[config.mk]
export PLATFORM = sky130hd
export DESIGN_NAME = mrs_ctrl
export DESIGN_NICKNAME = d
export VERILOG_FILES = /design/src/sv/mrs_pkg.sv /design/src/sv/mrs_ctrl.sv
export SDC_FILE = /design/constraint.sdc
export NUM_CORES = 1
export LEC_CHECK = 0
export BUFFER_PORTS_ARGS = -buffer_cell sky130_fd_sc_hd__buf_4
export CAP_MARGIN = 40
export CORE_AREA = 4 4 41 43
export DETAILED_ROUTE_END_ITERATION = 10
export DIE_AREA = 0 0 45 47
export GPL_ROUTABILITY_DRIVEN = 0
export GPL_TIMING_DRIVEN = 0
export RECOVER_POWER = 50
export SLEW_MARGIN = 20
export SYNTH_ARGS = -nofsm -noshare
export SYNTH_HDL_FRONTEND = slang
export SYNTH_SLANG_ARGS = --single-unit
[constraint.sdc]
create_clock -name clock -period 1.5 [get_ports clock]
set_input_delay 0.075 -clock clock [delete_from_list [all_inputs] [get_ports clock]]
set_output_delay 0.075 -clock clock [all_outputs]
set_load 0.05 [all_outputs]
[src/sv/mrs_pkg.sv]
package mrs_pkg;

   typedef struct packed {
      logic       op;
      logic [7:0] rx_byte;
   } req_type;

   typedef struct packed {
      logic       tx_valid;
      logic [7:0] tx_byte;
      logic       tx_last;
      logic [2:0] event_res;
   } rsp_type;

   typedef enum logic [2:0] {
      PH_STATION  = 3'd0,
      PH_FUNCTION = 3'd1,
      PH_HEADER   = 3'd2,
      PH_COUNT    = 3'd3,
      PH_DATA     = 3'd4,
      PH_CRC      = 3'd5
   } phase_type;

   typedef enum logic [3:0] {
      KIND_NONE     = 4'd0,
      KIND_EXC_FUNC = 4'd1,
      KIND_EXC_ADDR = 4'd2,
      KIND_EXC_DATA = 4'd3,
      KIND_BITS     = 4'd4,
      KIND_REGS     = 4'd5,
      KIND_ECHO     = 4'd6
   } kind_type;

   typedef enum logic [3:0] {
      ST_CLEAR    = 4'd0,
      ST_IDLE     = 4'd1,
      ST_DECODE   = 4'd2,
      ST_CM_ISSUE = 4'd3,
      ST_CM_HIGH  = 4'd4,
      ST_CM_WRITE = 4'd5,
      ST_BIT_READ = 4'd6,
      ST_BIT_TAKE = 4'd7,
      ST_REG_READ = 4'd8,
      ST_REG_TAKE = 4'd9,
      ST_EMIT     = 4'd10,
      ST_DONE     = 4'd11
   } state_type;

   typedef struct packed {
      logic clear_step;
      logic capture;
      logic decode;
      logic cm_high;
      logic cm_write;
      logic bit_read;
      logic bit_take;
      logic reg_take;
      logic emit;
      logic load_out;
   } cmd_type;

   typedef struct packed {
      logic clear_last;
      logic op;
      logic commit_loop;
      logic kind_none;
      logic need_bits;
      logic need_reg;
      logic cm_is_regs;
      logic cm_last;
      logic bit_last;
      logic out_free;
   } status_type;

   localparam logic [2:0] EV_NONE    = 3'd0;
   localparam logic [2:0] EV_QUEUED  = 3'd1;
   localparam logic [2:0] EV_CRC     = 3'd2;
   localparam logic [2:0] EV_OTHER   = 3'd3;
   localparam logic [2:0] EV_BUSY    = 3'd4;
   localparam logic [2:0] EV_SKIPPED = 3'd5;

   localparam logic [7:0] FC_READ_COILS    = 8'h01;
   localparam logic [7:0] FC_READ_DISCRETE = 8'h02;
   localparam logic [7:0] FC_READ_HOLDING  = 8'h03;
   localparam logic [7:0] FC_READ_INPUT    = 8'h04;
   localparam logic [7:0] FC_WRITE_COIL    = 8'h05;
   localparam logic [7:0] FC_WRITE_REG     = 8'h06;
   localparam logic [7:0] FC_WRITE_COILS   = 8'h0F;
   localparam logic [7:0] FC_WRITE_REGS    = 8'h10;

   localparam logic [15:0] LIM_READ_BITS  = 16'd2000;
   localparam logic [15:0] LIM_READ_REGS  = 16'd125;
   localparam logic [15:0] LIM_WRITE_BITS = 16'd1968;
   localparam logic [15:0] LIM_WRITE_REGS = 16'd123;

   localparam logic [15:0] CRC_INIT = 16'hFFFF;
   localparam logic [15:0] CRC_POLY = 16'hA001;
   localparam logic [7:0]  EXC_FLAG = 8'h80;
   localparam logic [7:0]  STATION_ANY = 8'hFF;
   localparam logic [7:0]  COIL_ON = 8'hFF;

   function automatic logic [15:0] crc_byte(input logic [15:0] c, input logic [7:0] b);
      logic [15:0] r;
      r = c ^ {8'h00, b};
      for (int k = 0; k < 8; k++) begin
         r = r[0] ? ((r >> 1) ^ CRC_POLY) : (r >> 1);
      end
      return r;
   endfunction

endpackage

[src/sv/mrs_ctrl.sv]
module mrs_ctrl (
   input  logic                 clock,
   input  logic                 reset,
   input  logic                 req_valid,
   input  mrs_pkg::status_type  status,
   output mrs_pkg::cmd_type     cmd,
   output logic                 req_ready
);
   mrs_pkg::state_type state_ff, state_in;

   always_ff @(posedge clock) begin
      if (reset) begin
         state_ff <= mrs_pkg::ST_CLEAR;
      end else begin
         state_ff <= state_in;
      end
   end

   always_comb begin
      state_in = state_ff;
      case (state_ff)
         mrs_pkg::ST_CLEAR: begin
            if (status.clear_last) state_in = mrs_pkg::ST_IDLE;
         end
         mrs_pkg::ST_IDLE: begin
            if (req_valid) state_in = mrs_pkg::ST_DECODE;
         end
         mrs_pkg::ST_DECODE: begin
            if (!status.op) begin
               state_in = status.commit_loop ? mrs_pkg::ST_CM_ISSUE : mrs_pkg::ST_DONE;
            end else if (status.kind_none) begin
               state_in = mrs_pkg::ST_DONE;
            end else if (status.need_bits) begin
               state_in = mrs_pkg::ST_BIT_READ;
            end else if (status.need_reg) begin
               state_in = mrs_pkg::ST_REG_READ;
            end else begin
               state_in = mrs_pkg::ST_EMIT;
            end
         end
         mrs_pkg::ST_CM_ISSUE: begin
            state_in = status.cm_is_regs ? mrs_pkg::ST_CM_HIGH : mrs_pkg::ST_CM_WRITE;
         end
         mrs_pkg::ST_CM_HIGH:  state_in = mrs_pkg::ST_CM_WRITE;
         mrs_pkg::ST_CM_WRITE: begin
            state_in = status.cm_last ? mrs_pkg::ST_DONE : mrs_pkg::ST_CM_ISSUE;
         end
         mrs_pkg::ST_BIT_READ: state_in = mrs_pkg::ST_BIT_TAKE;
         mrs_pkg::ST_BIT_TAKE: begin
            state_in = status.bit_last ? mrs_pkg::ST_EMIT : mrs_pkg::ST_BIT_READ;
         end
         mrs_pkg::ST_REG_READ: state_in = mrs_pkg::ST_REG_TAKE;
         mrs_pkg::ST_REG_TAKE: state_in = mrs_pkg::ST_EMIT;
         mrs_pkg::ST_EMIT:     state_in = mrs_pkg::ST_DONE;
         mrs_pkg::ST_DONE: begin
            if (status.out_free) state_in = mrs_pkg::ST_IDLE;
         end
         default: state_in = mrs_pkg::ST_IDLE;
      endcase
   end

   always_comb begin
      cmd       = '0;
      req_ready = 1'b0;
      case (state_ff)
         mrs_pkg::ST_CLEAR:    cmd.clear_step = 1'b1;
         mrs_pkg::ST_IDLE: begin
            req_ready   = 1'b1;
            cmd.capture = req_valid;
         end
         mrs_pkg::ST_DECODE:   cmd.decode   = 1'b1;
         mrs_pkg::ST_CM_HIGH:  cmd.cm_high  = 1'b1;
         mrs_pkg::ST_CM_WRITE: cmd.cm_write = 1'b1;
         mrs_pkg::ST_BIT_READ: cmd.bit_read = 1'b1;
         mrs_pkg::ST_BIT_TAKE: cmd.bit_take = 1'b1;
         mrs_pkg::ST_REG_TAKE: cmd.reg_take = 1'b1;
         mrs_pkg::ST_EMIT:     cmd.emit     = 1'b1;
         mrs_pkg::ST_DONE:     cmd.load_out = status.out_free;
         default:              cmd          = '0;
      endcase
   end
endmodule

After elaboration in Yosys (flattened, before gate mapping)
Index checks and enable logic that the tools add are counted.
{"block": "word_totals", "elab_cells": 40, "register_bits": 4, "in_bits": 13}
{"block": "classes", "n_eq_ne": 14, "n_reduce_logical": 2, "muxes": 23}
{"cell": "$pmux W4 S12", "n": 1}
{"cell": "$mux W4", "n": 9}
{"cell": "$eq A4 B3 Y1 const B", "n": 4}
{"cell": "$eq A4 B4 Y1 const B", "n": 4}
{"cell": "$mux W1", "n": 12}
{"cell": "$eq A4 B2 Y1 const B", "n": 2}
{"cell": "$ne A2 B2 Y1 const B", "n": 3}
{"cell": "$eq A4 B1 Y1 const B", "n": 1}
{"cell": "$logic_not A4 Y1", "n": 1}
{"cell": "$reduce_and A3 Y1", "n": 1}
{"cell": "$mux W2", "n": 1}

Longest topological paths before layout
Gate-level depths: netlist of the first run.
{"block": "depth", "word_depth": 5, "ltp_mapped": 5, "ltp_nobuf": 4}

Worst setup path after synthesis of the first run
Ideal clock, no wire load.
{"block": "synth_path", "path_kind": "flip-flop to flip-flop", "from": "reg state_ff[0]", "to": "reg state_ff[0]", "setup_ps": 203, "t_required_ps": 1297, "stages_incl_launch_ff": 4, "n_path_buf": 1, "path_slack_ps": -1047, "t_arrival_ps": 2344, "path_cell_list": "dfxtp_1 -> buf_6 -> nor4_1 -> a221oi_2"}
{"block": "synth_between", "elab_chain_cells": 3, "word_cells_on_any_way": 17}
{"element": "start, declared", "line_no": "mrs_ctrl.sv:9", "text": "mrs_pkg::state_type state_ff, state_in;"}
{"element": "start signal, assigned", "line_no": "mrs_ctrl.sv:13", "text": "state_ff <= mrs_pkg::ST_CLEAR;"}
{"element": "start signal, assigned", "line_no": "mrs_ctrl.sv:15", "text": "state_ff <= state_in;"}
{"element": "$eq A4 B4 Y1, or another cell as far along", "line_no": "mrs_ctrl.sv:21", "text": "case (state_ff)"}
{"element": "$ne A2 B2 Y1 (no line)"}
{"element": "$reduce_and A3 Y1 (no line)"}
Several ways; a longest one is shown, not always the timed one.
A chain may end at the register's enable or synchronous reset.

==> reports/results.tsv, run 1 <==
stage	metric	value	unit
critical_path	CP Cell Sequence	buf_6 > buf_2 > inv_1 > and3_2 > buf_4	
clock_network	CTS buffer count	3	
power	static leakage	0.000308	uW
worst_hold_path	hold path endpoint	state_ff[0]	
cells_and_area	post-layout instance count excluding filler cells	99	
clock_network	clk buf depth	2	
place	IO buf count	23	
cells_and_area	Seq. cell area	82.6	um2
synth	Avg Inst Size Synth	7.70	um2
timing	relative slew slack	0.770	
cells_and_area	Syn-to-layout area delta	51.3	%
timing	final setup skew	0.00249	ns
power	Flop pwr share	0.164	
detailed_routing	per-cell routed wire length	11.8	um
synth	post-synthesis sequential area ratio	0.179	
critical_path	Req. time, crit path	1.42	ns
power	Net Sw Frac	0.518	
clock_network	Root Driver	clkbuf_4	
timing	final hold vios	0	
flow_run	Max-Cap Viols	0	
cells_and_area	Post-layout nets	99	
timing	final setup fails	0	
critical_path	CP delay by family, top	buffers and inverters	
critical_path	Reg2Reg Depth	5	
global_route	Total GRT Usage	0.123	
cells_and_area	multi-input gate area in the final layout	314	um2
cells_and_area	final design utilization	0.519	
timing	Final Cycle Share	0.928	
floorplanning	I/O pin total	24	
cells_and_area	Largest Register	state_ff	
timing	Final min period	1.39	ns
worst_hold_path	type of the tightest min-delay check	input port to flip-flop	
critical_path	Worst Path Buf+Inv	4	
cells_and_area	filler cell count	136	
floorplanning	Die Wd	45	um
critical_path	Startpoint Class	flip-flop	
timing	setup TNS	0	ns
place	Post-Place Cells	96	
synth	count of unique library cells instantiated by Yosys	29	
timing	fmax	0.718	GHz
critical_path	slowest library cell on the worst path	dfxtp_1	
floorplanning	die area	2120	um2
timing	slew of the pin with the lowest slew margin	0.345	ns
detailed_routing	Routed WL	1170	um
clock_network	cts-stage hold buffer count	0	
global_route	antenna violations before repair	0	
critical_path	R2R Path Start	state_ff[3]	
critical_path	Crit Path Max Fanout	10	
synth	Synth Warn #	0	
detailed_routing	Routed Antenna Nets	0	
critical_path	Crit path depth	5	
cells_and_area	top flop regs	state_ff (4)	
global_route	number of global-route vias before repair	484	
synth	area leader, netlist	dfxtp_1	
cells_and_area	share of layout cells above drive strength 1	0.500	
clock_network	clock-pin transition on the worst setup and hold timing paths	0.04	ns
synth	post-synth top area share	0.179	
clock_network	CTS tree	built	
power	VDD IR max	0.542	mV
synth	Post-synth EDFFs	0	
place	HPWL Detailed	946	um
worst_hold_path	hold depth	2	
synth	Post-Syn Instances	58	
power	Int Pwr	581	uW
floorplanning	Starting Density	0.343	
cells_and_area	# diodes	0	
global_route	first-pass GRT wire length	1900	um
power	Sw Pwr	625	uW
detailed_routing	drt via density	5.16	
synth	largest cells by area after synthesis	dfxtp_1 18%, buf_6 7.6%, inv_1 5.9%	
critical_path	Reg-to-Reg End	state_ff[0]	
critical_path	r2r setup slk	0.17	ns
critical_path	kind of critical path	flip-flop to output port	
timing	RSZ-0062 raised after global routing	no	
power	clock network fraction of total power	0.107	
synth	post-synth net total	71	
worst_hold_path	Hold Path Origin	reset	
floorplanning	standard-cell row count	13	
synth	Post-Syn Area	447	um2
clock_network	Clock Sinks	4	
critical_path	slowest stage delay, CP	0.31	ns
clock_network	Clk Latency, worst-skew pair	0.23	ns
synth	Async SR Flop Fraction	0	
power	Logic pwr share	0.729	
timing	Slew Limit Fails	0	
power	PwrDens	1780	nW/um2
critical_path	WP data arrival	1.32	ns
detailed_routing	DRT Pass-1 Iters	4	
place	DP Worst Slack	0.140	ns
timing	Worst Slack Setup Final	0.108	ns
floorplanning	CORE AREA	1300	um2
detailed_routing	via count of the routed design	511	
outcome	status	completed	
synth	synth cell count leaders	7 x inv_1, 7 x nor2_1, 4 x dfxtp_1	
detailed_routing	residual DRC count	0	
floorplanning	chip height	47	um
detailed_routing	DRT iter0 DRCs	8	
synth	#FFs+latches synth	4	
global_route	GRT overflow	0	
critical_path	CP Capture Type	output port	
global_route	pin count of the biggest net entering global routing	11	
synth	Main synth FF type	dfxtp_1	
power	power consumption	1210	uW
cells_and_area	max reg flops	4	
clock_network	CTS H-tree lvls	1	
## layout make-up
| type | instances | share of cell area |
|---|---|---|
| plain buffers | 5 | 0.0685 |
| repair buffers | 23 | 0.244 |
| clock buffers | 3 | 0.0333 |
| multi-input cells | 42 | 0.465 |
| flip-flops and latches | 4 | 0.122 |
| well taps | 15 | 0.0278 |
| inverters | 7 | 0.0389 |
## how the worst max path moves through the flow
stage	startpoint	end	slack, ns
final	state_ff[1]	cmd[6]	0.11
after detailed placement	state_ff[2]	state_ff[0]	0.14
after floorplan	state_ff[3]	cmd[0]	-0.27
after global placement	state_ff[2]	state_ff[0]	0.17
after CTS	state_ff[3]	cmd[4]	0.04
after global routing	state_ff[2]	cmd[3]	0.006
## timing repair
item | CTS | global route
setup buffers | 0 | 0
endpoints found under the setup margin | 2 | 3
gates resized for setup | 1 | 3
pin swaps | 0 | 0
endpoints found under the hold margin | 0 | 0
## through the flow
step                hold slack (ns)  area, um2
finish                       0.0344        676
global placement              0.282        658
floorplan                     0.141        467
detailed placement            0.282        658
global route                 0.0314        676
CTS                          0.0299        682
## power groups by stage
stage	logic [uW]	registers (uW)	clock network [uW]
6_report	878	198	129
5_1_grt	946	202	144
4_1_cts	896	192	139
3_5_place_dp	896	192	0
3_3_place_gp	896	193	0
2_1_floorplan	697	182	0
## logic make-up after synthesis
kind of cell | synth area share
buffers and inverters | 0.157
AND/OR/NAND/NOR | 0.398
multiplexers | 0.0448
AO/OA/AOI/OAI | 0.221
flip-flops | 0.179
## layout by cell type (no fill, tap or decap), types with 2 or more instances in the layout
cell type   n
buf_4      20
inv_1       7
nor2_1      6
clkbuf_4    4
buf_6       3
nand2_1     3
nor3_1      3
a21oi_1     3
clkbuf_2    3
and3_2      2
nor2b_1     2
o211ai_1    2
mux2i_1     2
dfxtp_2     2
dfxtp_1     2
## layer usage
layer  share of wire  wire [um]  global-route usage  up-vias
li1                -          -                   -      259
met1            0.43        501               0.152      236
met2            0.51        592               0.209       16
met3           0.065         76              0.0345        0
met4               0          0              0.0351        0
met5               0          0                   0        -
(Power assumes the default switching activity.)
==> run 2: changes to the inputs <==
==> constraint.sdc (replaced) <==
create_clock -name clock -period 1.5 [get_ports clock]
set_input_delay 0.075 -clock clock [delete_from_list [all_inputs] [get_ports clock]]
set_output_delay 0.075 -clock clock [all_outputs]
set_load 0.1 [all_outputs]
==> run 2 against run 1 <==
Die area is the same; flip-flop and latch count did not move; global-route usage grew 1.5 points; count of clock-buffer cells in the layout stayed put; sequential share of layout area is 1.4 points lower; combinational power rose by 41%; first-iteration DRC count up 13%; routed wire length increased by 13%; cell area rose by 15%; critical path type unchanged; largest cell class unchanged; highest routed layer unchanged.
==> reports/results.tsv, run 2 (same netlist as run 1, synthesis figures left out) <==
stage	metric	value	unit	change
outcome	status	completed		unchanged
global_route	GRT overflow	0		unchanged
critical_path	Req. time, crit path	1.42	ns	about the same
timing	Final Cycle Share	0.952		was 0.928
floorplanning	standard-cell row count	13		unchanged
clock_network	clk buf depth	2		unchanged
detailed_routing	per-cell routed wire length	13.3	um	was 11.8 um
clock_network	CTS tree	built		unchanged
cells_and_area	top flop regs	state_ff (4)		unchanged
detailed_routing	DRT iter0 DRCs	9		was 8
global_route	antenna violations before repair	0		unchanged
place	Post-Place Cells	96		unchanged
floorplanning	Die Wd	45	um	unchanged
cells_and_area	share of layout cells above drive strength 1	0.560		was 0.500
clock_network	CTS buffer count	3		unchanged
cells_and_area	design area	776	um2	was 676 um2
cells_and_area	Syn-to-layout area delta	73.7	%	was 51.3%
critical_path	Critical Path Most Common Cell	buf_6		
critical_path	Crit Path Max Fanout	10		unchanged
worst_hold_path	type of the tightest min-delay check	input port to flip-flop		unchanged
clock_network	CTS H-tree lvls	1		unchanged
detailed_routing	Routed Antenna Nets	0		unchanged
cells_and_area	commonest non-fill, non-tap cell in the layout	buf_4		unchanged
clock_network	Clock Sinks	4		unchanged
cells_and_area	commonest cells after routing, fill and taps aside	15 x buf_4, 10 x buf_6, 7 x inv_1		was 20 x buf_4, 7 x inv_1, 6 x nor2_1
cells_and_area	Post-layout nets	99		unchanged
cells_and_area	max reg flops	4		unchanged
detailed_routing	Routed WL	1320	um	was 1170 um
clock_network	Root Driver	clkbuf_4		unchanged
floorplanning	I/O pin total	24		unchanged
global_route	grt met1 use	0.178		was 0.152
clock_network	Clk Latency, worst-skew pair	0.23	ns	about the same
cells_and_area	Largest Register	state_ff		unchanged
power	PwrDens	2040	nW/um2	was 1780 nW/um2
global_route	most used routing layer	met2		unchanged
global_route	first-pass GRT wire length	2140	um	was 1900 um
clock_network	cts-stage hold buffer count	0		unchanged
clock_network	clock-pin transition on the worst setup and hold timing paths	0.04	ns	about the same
detailed_routing	residual DRC count	0		unchanged
timing	final hold vios	0		unchanged
critical_path	CP Cell Sequence	buf_6 > nor4_4 > buf_6		was buf_6 > buf_2 > inv_1 > and3_2 > buf_4
place	IO buf count	23		unchanged
global_route	Total GRT Usage	0.138		was 0.123
detailed_routing	via count of the routed design	510		was 511
timing	relative slew slack	0.802		was 0.770
power	static leakage	0.000332	uW	was 0.000308 uW
floorplanning	CORE AREA	1300	um2	unchanged
floorplanning	die area	2120	um2	unchanged
cells_and_area	post-layout instance count excluding filler cells	99		unchanged
detailed_routing	DRT Pass-1 Iters	4		unchanged
place	HPWL Detailed	1000	um	was 946 um
timing	Slew Limit Fails	0		unchanged
critical_path	slowest stage delay, CP	0.35	ns	was 0.31 ns
clock_network	Post CTS Setup Buffer Count	0		unchanged
critical_path	Startpoint Class	flip-flop		unchanged
critical_path	WP data arrival	1.35	ns	was 1.32 ns
critical_path	slowest library cell on the worst path	dfxtp_2		was dfxtp_1
timing	slew of the pin with the lowest slew margin	0.298	ns	was 0.345 ns
critical_path	CP Capture Type	output port		unchanged
timing	Final min period	1.43	ns	was 1.39 ns
floorplanning	Starting Density	0.343		unchanged
detailed_routing	drt via density	5.15		was 5.16
flow_run	Max-Cap Viols	0		unchanged
global_route	number of global-route vias before repair	504		was 484
global_route	met2 Use GR	0.223		was 0.209
floorplanning	chip height	47	um	unchanged
place	placed inst area	696	um2	was 658 um2
timing	final setup fails	0		unchanged
global_route	pin count of the biggest net entering global routing	11		unchanged
cells_and_area	# diodes	0		unchanged
timing	fmax	0.701	GHz	was 0.718 GHz
critical_path	kind of critical path	flip-flop to output port		unchanged
timing	final setup skew	0.00342	ns	was 0.00249 ns
power	VDD IR max	0.998	mV	was 0.542 mV
global_route	grt met3 use	0.0460		was 0.0345
run 2: cell types whose count changed in the layout (fill, tap and decap cells not counted), sizes merged:
| cell | delta |
|---|---|
| clkbuf | -3 |
| buf | +3 |
run 2: routing by layer:
| metal | part of all wire | routed length [um] |
|---|---|---|
| met1 | 0.43 | 567 |
| met2 | 0.51 | 677 |
| met3 | 0.058 | 76 |
| met4 | 0 | 0 |
| met5 | 0 | 0 |
run 2: report_power, final:
group          switching [uW]  internal (uW)  total [uW]
Sequential               59.1            148         207
Combinational             822            422        1240
Clock                    41.2           89.3         130
run 2: final cells by class:
type	instances	area [um2]
Fill cell	132	526
Multi-Input combinational cell	42	357
Timing Repair Buffer	23	215
Sequential cell	4	83.8
Buffer	5	52.6
Inverter	7	26.3
Clock buffer	3	22.5
Tap cell	15	18.8
run 2: critical path, delay by kind of cell (launching register included):
family                 cells  cell delay [ns]
buffers and inverters      2             0.43
flip-flops                 1             0.35
AND/OR/NAND/NOR            1             0.33
run 2: final timing paths:
kind	startpoint	endpoint	slack [ns]	cells after the start
setup reg to reg	state_ff[3]	state_ff[0]	0.18	5
setup / recovery	state_ff[0]	cmd[9]	0.07	3
hold / removal	reset	state_ff[0]	0.03	2
hold reg to reg	state_ff[3]	state_ff[3]	0.60	3
run 2: what timing repair did:
item                                    4_1_cts  5_1_grt
gates cloned                                  0        0
resized for setup                            12        6
pin swaps                                     0        1
hold endpoints to repair                      0        0
endpoints found under the setup margin        8        7
run 2: stage by stage:
stage / utilization / TNS (ns) / hold slack, ns / power, uW / setup WS (ns)
floorplan: - / -3.33 / 0.141 / 1180 / -0.663
global placement: 0.535 / 0 / 0.280 / 1390 / 0.0887
detailed placement: 0.535 / 0 / 0.279 / 1380 / 0.0871
CTS: 0.582 / 0 / 0.0292 / 1560 / 0.0109
global route: 0.596 / -0.00430 / 0.0242 / 1660 / -0.00230
finish: 0.596 / 0 / 0.0320 / 1580 / 0.0725
